`src/bpl_pkg.sv`:
```
package bpl_pkg;

	localparam int LIMITERS_PER_BANK = 16;

	localparam int IDX_W   = 4;
	localparam int SEC_W   = 32;
	localparam int USEC_W  = 20;
	localparam int BYTES_W = 32;
	localparam int RATE_W  = 32;
	localparam int TIME_W  = 32;
	localparam int MS_W    = 23;

	localparam int IN_TDATA_W  = 120;
	localparam int OUT_TDATA_W = 24;

	localparam logic [TIME_W-1:0]  MAX_AGE_S     = 32'd120;
	localparam logic [TIME_W-1:0]  MICROS_PER_S  = 32'd1000000;
	localparam logic [BYTES_W-1:0] SMALL_LIMIT   = 32'd512;
	localparam logic [BYTES_W-1:0] HALF_CHUNK    = 32'd32;
	localparam int                 CHUNK_SHIFT   = 6;
	localparam logic [TIME_W-1:0]  CHUNK_BITS_US = 32'd512000000;
	localparam logic [TIME_W-1:0]  BYTE_BITS_US  = 32'd8000000;

	localparam int DIVIDEND_W = 56;
	localparam int DIV_BITS   = 2;
	localparam int DIV_STEPS  = DIVIDEND_W / DIV_BITS;
	localparam int DIV_CNT_W  = $clog2(DIV_STEPS);

	localparam int                MS_MAGIC_W = 29;
	localparam logic [28:0]       MS_MAGIC   = 29'd274877907;
	localparam int                MS_SHIFT   = 38;
	localparam int                SCALE_W    = TIME_W + MS_MAGIC_W;

	typedef enum logic [2:0] {
		S_IDLE,
		S_EVAL,
		S_CALC,
		S_DIV,
		S_MULT,
		S_WRITE,
		S_SCALE,
		S_EMIT
	} state_t;

	typedef struct packed {
		logic capture;
		logic eval;
		logic div_start;
		logic tx_calc;
		logic write;
		logic scale;
		logic emit;
	} cmd_t;

	typedef struct packed {
		logic skip;
		logic fresh;
		logic last;
		logic div_done;
		logic out_free;
	} status_t;

endpackage

```
`src/bpl_ctrl.sv`:
```
module bpl_ctrl (
	input  logic              clk,
	input  logic              arst_n,
	input  logic              in_valid,
	output logic              in_ready,
	input  bpl_pkg::status_t  status,
	output bpl_pkg::cmd_t     cmd
);

	bpl_pkg::state_t state_q;
	bpl_pkg::state_t state_d;

	always_ff @(posedge clk or negedge arst_n) begin
		if (!arst_n) begin
			state_q <= bpl_pkg::S_IDLE;
		end else begin
			state_q <= state_d;
		end
	end

	always_comb begin
		state_d = state_q;
		unique case (state_q)
			bpl_pkg::S_IDLE: begin
				if (in_valid) begin
					state_d = bpl_pkg::S_EVAL;
				end
			end
			bpl_pkg::S_EVAL: begin
				if (status.skip) begin
					state_d = status.last ? bpl_pkg::S_SCALE : bpl_pkg::S_IDLE;
				end else if (status.fresh) begin
					state_d = bpl_pkg::S_WRITE;
				end else begin
					state_d = bpl_pkg::S_CALC;
				end
			end
			bpl_pkg::S_CALC: begin
				state_d = bpl_pkg::S_DIV;
			end
			bpl_pkg::S_DIV: begin
				if (status.div_done) begin
					state_d = bpl_pkg::S_MULT;
				end
			end
			bpl_pkg::S_MULT: begin
				state_d = bpl_pkg::S_WRITE;
			end
			bpl_pkg::S_WRITE: begin
				state_d = status.last ? bpl_pkg::S_SCALE : bpl_pkg::S_IDLE;
			end
			bpl_pkg::S_SCALE: begin
				state_d = bpl_pkg::S_EMIT;
			end
			bpl_pkg::S_EMIT: begin
				if (status.out_free) begin
					state_d = bpl_pkg::S_IDLE;
				end
			end
			default: begin
				state_d = bpl_pkg::S_IDLE;
			end
		endcase
	end

	always_comb begin
		cmd      = '0;
		in_ready = 1'b0;
		unique case (state_q)
			bpl_pkg::S_IDLE: begin
				in_ready    = 1'b1;
				cmd.capture = in_valid;
			end
			bpl_pkg::S_EVAL: begin
				cmd.eval = 1'b1;
			end
			bpl_pkg::S_CALC: begin
				cmd.div_start = 1'b1;
			end
			bpl_pkg::S_DIV: begin
			end
			bpl_pkg::S_MULT: begin
				cmd.tx_calc = 1'b1;
			end
			bpl_pkg::S_WRITE: begin
				cmd.write = 1'b1;
			end
			bpl_pkg::S_SCALE: begin
				cmd.scale = 1'b1;
			end
			bpl_pkg::S_EMIT: begin
				cmd.emit = status.out_free;
			end
			default: begin
			end
		endcase
	end

endmodule

```
`config.mk`:
```
export PLATFORM = sky130hd
export DESIGN_NAME = bpl_ctrl
export DESIGN_NICKNAME = d
export VERILOG_FILES = /design/src/bpl_pkg.sv /design/src/bpl_ctrl.sv
export SDC_FILE = /design/constraint.sdc
export NUM_CORES = 1
export LEC_CHECK = 0
export BUFFER_PORTS_ARGS = -buffer_cell sky130_fd_sc_hd__clkbuf_2
export CORE_AREA = 10 10 47 49
export DETAILED_ROUTE_END_ITERATION = 7
export DIE_AREA = 0 0 57 59
export GPL_TIMING_DRIVEN = 0
export PLACE_DENSITY = 0.5
export SYNTH_ARGS = -nofsm -noshare
export SYNTH_HDL_FRONTEND = slang
export SYNTH_SLANG_ARGS = --single-unit
```
`constraint.sdc`:
```
create_clock -name clk -period 2.1 [get_ports clk]
set_input_delay 0.21 -clock clk [delete_from_list [all_inputs] [get_ports clk]]
set_output_delay 0.21 -clock clk [all_outputs]
set_load 0.02 [all_outputs]
```
Word level (Yosys, flattened, before mapping)
Index checks and enable logic that the tools add are counted.
{"block": "totals", "regBits": 3, "input_bits": 8}
{"block": "op_classes", "eq_ne": 10, "muxes": 15, "reduce_logical": 2}
{"op": "one-hot mux 3 bit (8 select lines)", "n": 1}
{"op": "two-way mux 3 bit", "n": 6}
{"op": "== test 3 bit, second input constant", "n": 4}
{"op": "two-way mux 1 bit", "n": 8}
{"op": "== test 3 x 2 -> 1 bit, second input constant", "n": 2}
{"op": "inequality test 2 bit, second input constant", "n": 3}
{"op": "== test 3 x 1 -> 1 bit, second input constant", "n": 1}
{"op": "logical NOT 3 bit", "n": 1}
{"op": "AND reduction 3 bit", "n": 1}

Depth between registers and ports, before layout
Gate-level depths: netlist (run 1).
{"block": "logic_depth", "word_depth": 3, "mapped_depth": 5, "mapped_depth_nobuf": 4}

Worst setup path before layout (run 1)
Ideal clock, no wire load.
{"block": "synth_timing", "kind": "register to output", "from": "reg state_q[2]", "to": "out cmd[6] (netlist name)", "arrival_ns": 1.416, "required_time_ns": 1.890, "setup_slack_ns": 0.474, "stages_incl_launch_ff": 4, "path_buffers": 1, "cell_sequence": "dfrtp_1 buf_4 nor3_1 and2_1"}
{"element": "start: declaration", "line": "bpl_ctrl.sv:10", "rtl": "bpl_pkg::state_t state_q;"}
{"element": "start signal: assignment", "line": "bpl_ctrl.sv:15", "rtl": "state_q <= bpl_pkg::S_IDLE;"}
{"element": "start signal: assignment", "line": "bpl_ctrl.sv:17", "rtl": "state_q <= state_d;"}
{"element": "end: declaration", "line": "bpl_ctrl.sv:7", "rtl": "output bpl_pkg::cmd_t cmd"}

==> results of run 1 <==
-- layer usage --
metal,track usage [%],part of all wire (%)
met1,6.071,46
met2,9.612,44
met3,2.361,7.0
met4,5.034,2.1
met5,0,0
-- logic make-up (layout without fill, tap and decap cells) --
logic type      Yosys count  after routing  share of synthesized area [%]
compound gates           12             12                          25.49
buf+inv                   5             25                          12.35
flops                     3              3                          23.17
mux                       1              1                          4.632
simple gates             21             21                          34.36
-- placed cells by master, fill, tap and decap left out, types with 2 or more instances in the layout --
master	Yosys	final
clkbuf_2	0	15
and2_1	2	2
o21ai_0	2	2
o21ai_1	2	2
clkbuf_4	0	3
nand2_1	4	4
dfrtp_1	3	3
nor2_1	6	6
-- path summary, 6_finish.rpt --
check                                       startpoint                endpoint  cells after the start
worst max register to register  state_q[1]$_DFFE_PN0P_  state_q[2]$_DFFE_PN0P_                      5
max in group asynchronous                       arst_n  state_q[0]$_DFFE_PN0P_                      2
worst max-delay path            state_q[2]$_DFFE_PN0P_                  cmd[6]                      4
min in group asynchronous                       arst_n  state_q[2]$_DFFE_PN0P_                      2
worst min-delay path                         status[3]  state_q[0]$_DFFE_PN0P_                      3
worst min register to register  state_q[2]$_DFFE_PN0P_  state_q[0]$_DFFE_PN0P_                      2
-- worst max-delay path: cells and delay by family (launching register included) --
family,cells,cell delay [ps]
flops,1,400
buf+inv,2,340
simple gates,2,410
-- area by class of cell --
| type | count | share of cell area [%] |
|---|---|---|
| multi-input combinational | 34 | 45.88 |
| timing repair buffer | 16 | 18.68 |
| sequential | 3 | 16.48 |
| buffer | 3 | 7.143 |
| clock buffer | 4 | 5.769 |
| tap | 16 | 4.396 |
| inverter | 2 | 1.648 |
-- through the flow --
step / instances / setup slack [ps] / hold slack (ps) / util [%]
2_1_floorplan: 42 / 474.0 / -85.59 / -
3_3_place_gp: 73 / 777.2 / 7.139 / 29.91
3_5_place_dp: 73 / 758.1 / 7.980 / 29.91
4_1_cts: 78 / 503.7 / 292.5 / 32.50
5_1_grt: 78 / 378.0 / 311.8 / 32.50
6_report: 78 / 518.0 / 300.8 / 32.50
-- power groups by stage --
stage / clock network [µW] / logic, µW / registers [µW]
after detailed placement: 0 / 486 / 127
after floorplan: 0 / 372 / 116
after global placement: 0 / 490 / 127
final: 97.7 / 487 / 127
after global routing: 112 / 543 / 131
after CTS: 104 / 490 / 127
-- what timing repair did --
| item | CTS | global route |
|---|---|---|
| hold buffers | 1 | 0 |
| endpoints found under the hold margin | 3 | 0 |
| buffers inserted | 0 | 0 |
==> out/metrics.cfg, run 1 <==
[run_status]
status=complete, no violations

[sta]
hold_viol=0
setup-violations-final=0
clock_skew_ps=2.099
fmax_mhz=632.1
setup-tns-final_ps=0
drv_slew=0
min_period_ps=1582
rsz0062_at_grt=false
relSlewSlack_pct=84.43
tightest_slew_ps=231.8
period_share_pct=75.34

[placement]
io_buffer_count=15
placed_area_um2=419.2
place_hpwl_um=730
routabilityCongestion=0.8134

[synth]
synth_area_um2=324.1
synth-seq-cells=3
synthCells=42
synth-seq-area-share_pct=23.17
ys.flop_type=dfrtp_1
yosysUniqueCellTypes=29
syn-num-nets=50
yosysWarningCount=0
synth_edf_count=0
syn_avg_cell_area_um2=7.716
ys_top_cells_by_area=dfrtp_1 23%, nor2_1 6.9%, mux2_4 4.6%
async_reset_ff_share_pct=100.0
netlist_top_cells_count=6 x nor2_1, 4 x nand2_1, 3 x dfrtp_1
synth.most_common_cell=nor2_1
yosysTopAreaCell=dfrtp_1
netlist.area_leader.share_pct=23.17

[clock_network]
clk_pin_slew_ps=30
cts_tree=yes
cts.path.max_buffers=2
post_cts_resized=0
cts_made_buffers=3
clockRootBuffer=clkbuf_4
cts_sinks=3
clk-insertion-delay-late_ps=230
cts_htree_levels=1

[final_layout]
diodes=0
num-nets-final=71
register_area_um2=75.07
largest_reg_flops=3
largestRegisters=state_q x3
multi_input_comb_area_um2=209.0
n_fill_cell=168
area_growth_pct=40.54
regMostFlops=state_q
drive_gt1_share_pct=40.32
final_area_um2=455.4

[global_route]
grtUsageTotal_pct=6.012
grt_pass1_vias=392
grt_max_degree=11
antenna_found_initial=0
gr-total-overflow=0
grt_pass1_wl_um=1614

[setup_path]
critPathArrivalTime_ps=1370
crit_fanout=10
crit_required_ps=1890
crit_type=flop to primary output
end_kind=primary output
crit_path_top_delay_cell=dfrtp_1
cp-start-kind=flop
r2r_setup_slack_ps=840
cp_cell_sequence=buf_4 > nor3_1 > and2_1 > clkbuf_2
max_stage_delay_ps=400

[floorplanning]
core_area_um2=1401
io_pins=16
die_area_um2=3363
rows=14
start_util_pct=23.13
die_width_um=57
die_h_um=59

[power]
p_per_area_nw_per_um2=1562
switchingPower_uw=337.2
power_frac_comb_pct=68.4
irDropWorstVdd_mv=0.6556
internal-power_uw=374.1
pwr-share-clk_pct=13.7
pwr-share-seq_pct=17.8
p_leak_uw=0.0002285
total_power_uw=711.4
p_sw_share_pct=47.40

[detailed_routing]
routedWlPerCell_um=11.83
vias=372
drc=0
wirelength_um=923
dr.pass1.iters=4
routed_via_density=4.769
drt-initial-drc-count=9
drt.antenna.violating_nets=0

[worst_hold_path]
holdCritPathClass=primary input to flop

[run]
cap_viol_max_count=0

(Power assumes the default switching activity.)
==> run 2: changes to the inputs <==
clock period = 1.6 ns   (was 2.1 ns; I/O delays follow)
==> run 2 against run 1 <==
Setup slack got worse by 390 ps. Wire length fell by 0.87%. Via count fell by 1.6%. Largest cell class unchanged. Register-to-register slack got worse by 510 ps. Utilization rose by 0.36 points. Critical endpoint unchanged. Largest power group unchanged.
==> out/metrics.cfg, run 2 (synthesis results as in run 1) <==
[clock_network]
cts_sinks=3
clk-insertion-delay-late_ps=230
cts_made_buffers=3
cts_tree=yes
cts.path.max_buffers=2
clockRootBuffer=clkbuf_4
clk_pin_slew_ps=30
cts_htree_levels=1

[detailed_routing]
drc=0
vias=366
routed_via_density=4.692
dr.pass1.iters=4
routedWlPerCell_um=11.73
drt.antenna.violating_nets=0
drt-initial-drc-count=21
wirelength_um=915

[placement]
io_buffer_count=15
place_hpwl_um=730
routabilityCongestion=0.8134
placed_area_um2=419.2

[worst_hold_path]
holdCritPathClass=primary input to flop
holdPathStages=3

[sta]
fmax_mhz=681.2
setup-tns-final_ps=0
setup-violations-final=0
tightest_slew_ps=192.7
timing.hold.ws_ps=250.3
drv_slew=0
relSlewSlack_pct=87.15
clock_skew_ps=2.099
rsz0062_at_grt=false
hold_viol=0
period_share_pct=91.76
min_period_ps=1468

[final_layout]
largestRegisters=state_q x3
final_cell_mix=15 x clkbuf_2, 6 x nor2_1, 4 x nand2_1
drive_gt1_share_pct=41.94
largest_reg_flops=3
final_area_um2=460.4
diodes=0
area_growth_pct=42.08
final_common_cell=clkbuf_2
regMostFlops=state_q
num-nets-final=71

[power]
pwr-share-clk_pct=13.6
irDropWorstVdd_mv=0.8630
total_power_uw=940.9
pwr-share-seq_pct=17.8
p_leak_uw=0.0002295
p_per_area_nw_per_um2=2043
p_sw_share_pct=47.54
switchingPower_uw=447.3
internal-power_uw=493.6
power_frac_comb_pct=68.6

[floorplanning]
rows=14
die_width_um=57
die_h_um=59
core_area_um2=1401
io_pins=16
start_util_pct=23.13
die_area_um2=3363

[setup_path]
reg2reg_depth=5
crit_type=flop to primary output
crit_required_ps=1440
crit_fanout=10
critPathArrivalTime_ps=1310
cp-start-kind=flop
end_kind=primary output

[run_status]
status=complete, no violations

[run]
cap_viol_max_count=0

[global_route]
grt_pass1_vias=392
grt_max_degree=11
grtUsageTotal_pct=6.012
gr-total-overflow=0
grt_pass1_wl_um=1614
antenna_found_initial=0

run 2: cell types whose count changed in the layout (fill, tap and decap cells not counted):
cell and change:
nor3_1 -1, nor3_2 +1
run 2: worst paths after layout:
kind / start / to / slack [ps]
hold / removal: status[3] / state_q[0]$_DFFE_PN0P_ / 250
setup reg to reg: state_q[1]$_DFFE_PN0P_ / state_q[2]$_DFFE_PN0P_ / 330
max in group asynchronous: arst_n / state_q[0]$_DFFE_PN0P_ / 1230
min in group asynchronous: arst_n / state_q[2]$_DFFE_PN0P_ / 260
hold reg to reg: state_q[2]$_DFFE_PN0P_ / state_q[0]$_DFFE_PN0P_ / 670
setup / recovery: state_q[2]$_DFFE_PN0P_ / cmd[6] / 130
run 2: metal layers:
metal  GRT usage (%)  vias to the layer above  share of wire [%]
met5               0                        -                  0
met4           5.034                        0                2.1
met1           6.071                      153                 43
met3           2.361                        2                 10
li1                -                      188                  -
met2           9.612                       23                 44
run 2: power by group through the flow:
stage / combinational (µW) / clock (µW) / sequential (µW)
4_1_cts: 643 / 136 / 166
3_3_place_gp: 642 / 0 / 166
6_report: 645 / 128 / 168
3_5_place_dp: 638 / 0 / 167
2_1_floorplan: 489 / 0 / 153
5_1_grt: 722 / 148 / 171
run 2: critical path: stages, from the launching register on:
cell and delay [ps]:
dfrtp_1 400, buf_4 180, nor3_2 190, and2_1 140
clkbuf_2 160
run 2: cell type report:
cell class	count	area, µm²
clock buffer	4	26.28
timing repair buffer	16	85.08
fill	167	940.9
multi-input combinational	34	214.0
inverter	2	7.507
buffer	3	32.53
tap	16	20.02
sequential	3	75.07
run 2: timing repair:
| action | CTS | global route |
|---|---|---|
| setup endpoints to repair | 0 | 1 |
| setup buffers | 0 | 0 |
| hold endpoints to repair | 3 | 0 |
| hold buffers | 1 | 0 |
| gates resized for setup | 0 | 1 |
run 2: through the flow:
step,util (%),setup slack [ps],instances
after global routing,32.86,9.728,78
after CTS,32.50,53.72,78
after global placement,29.91,327.2,73
after floorplan,-,24.01,42
after detailed placement,29.91,308.1,73
final,32.86,131.9,78
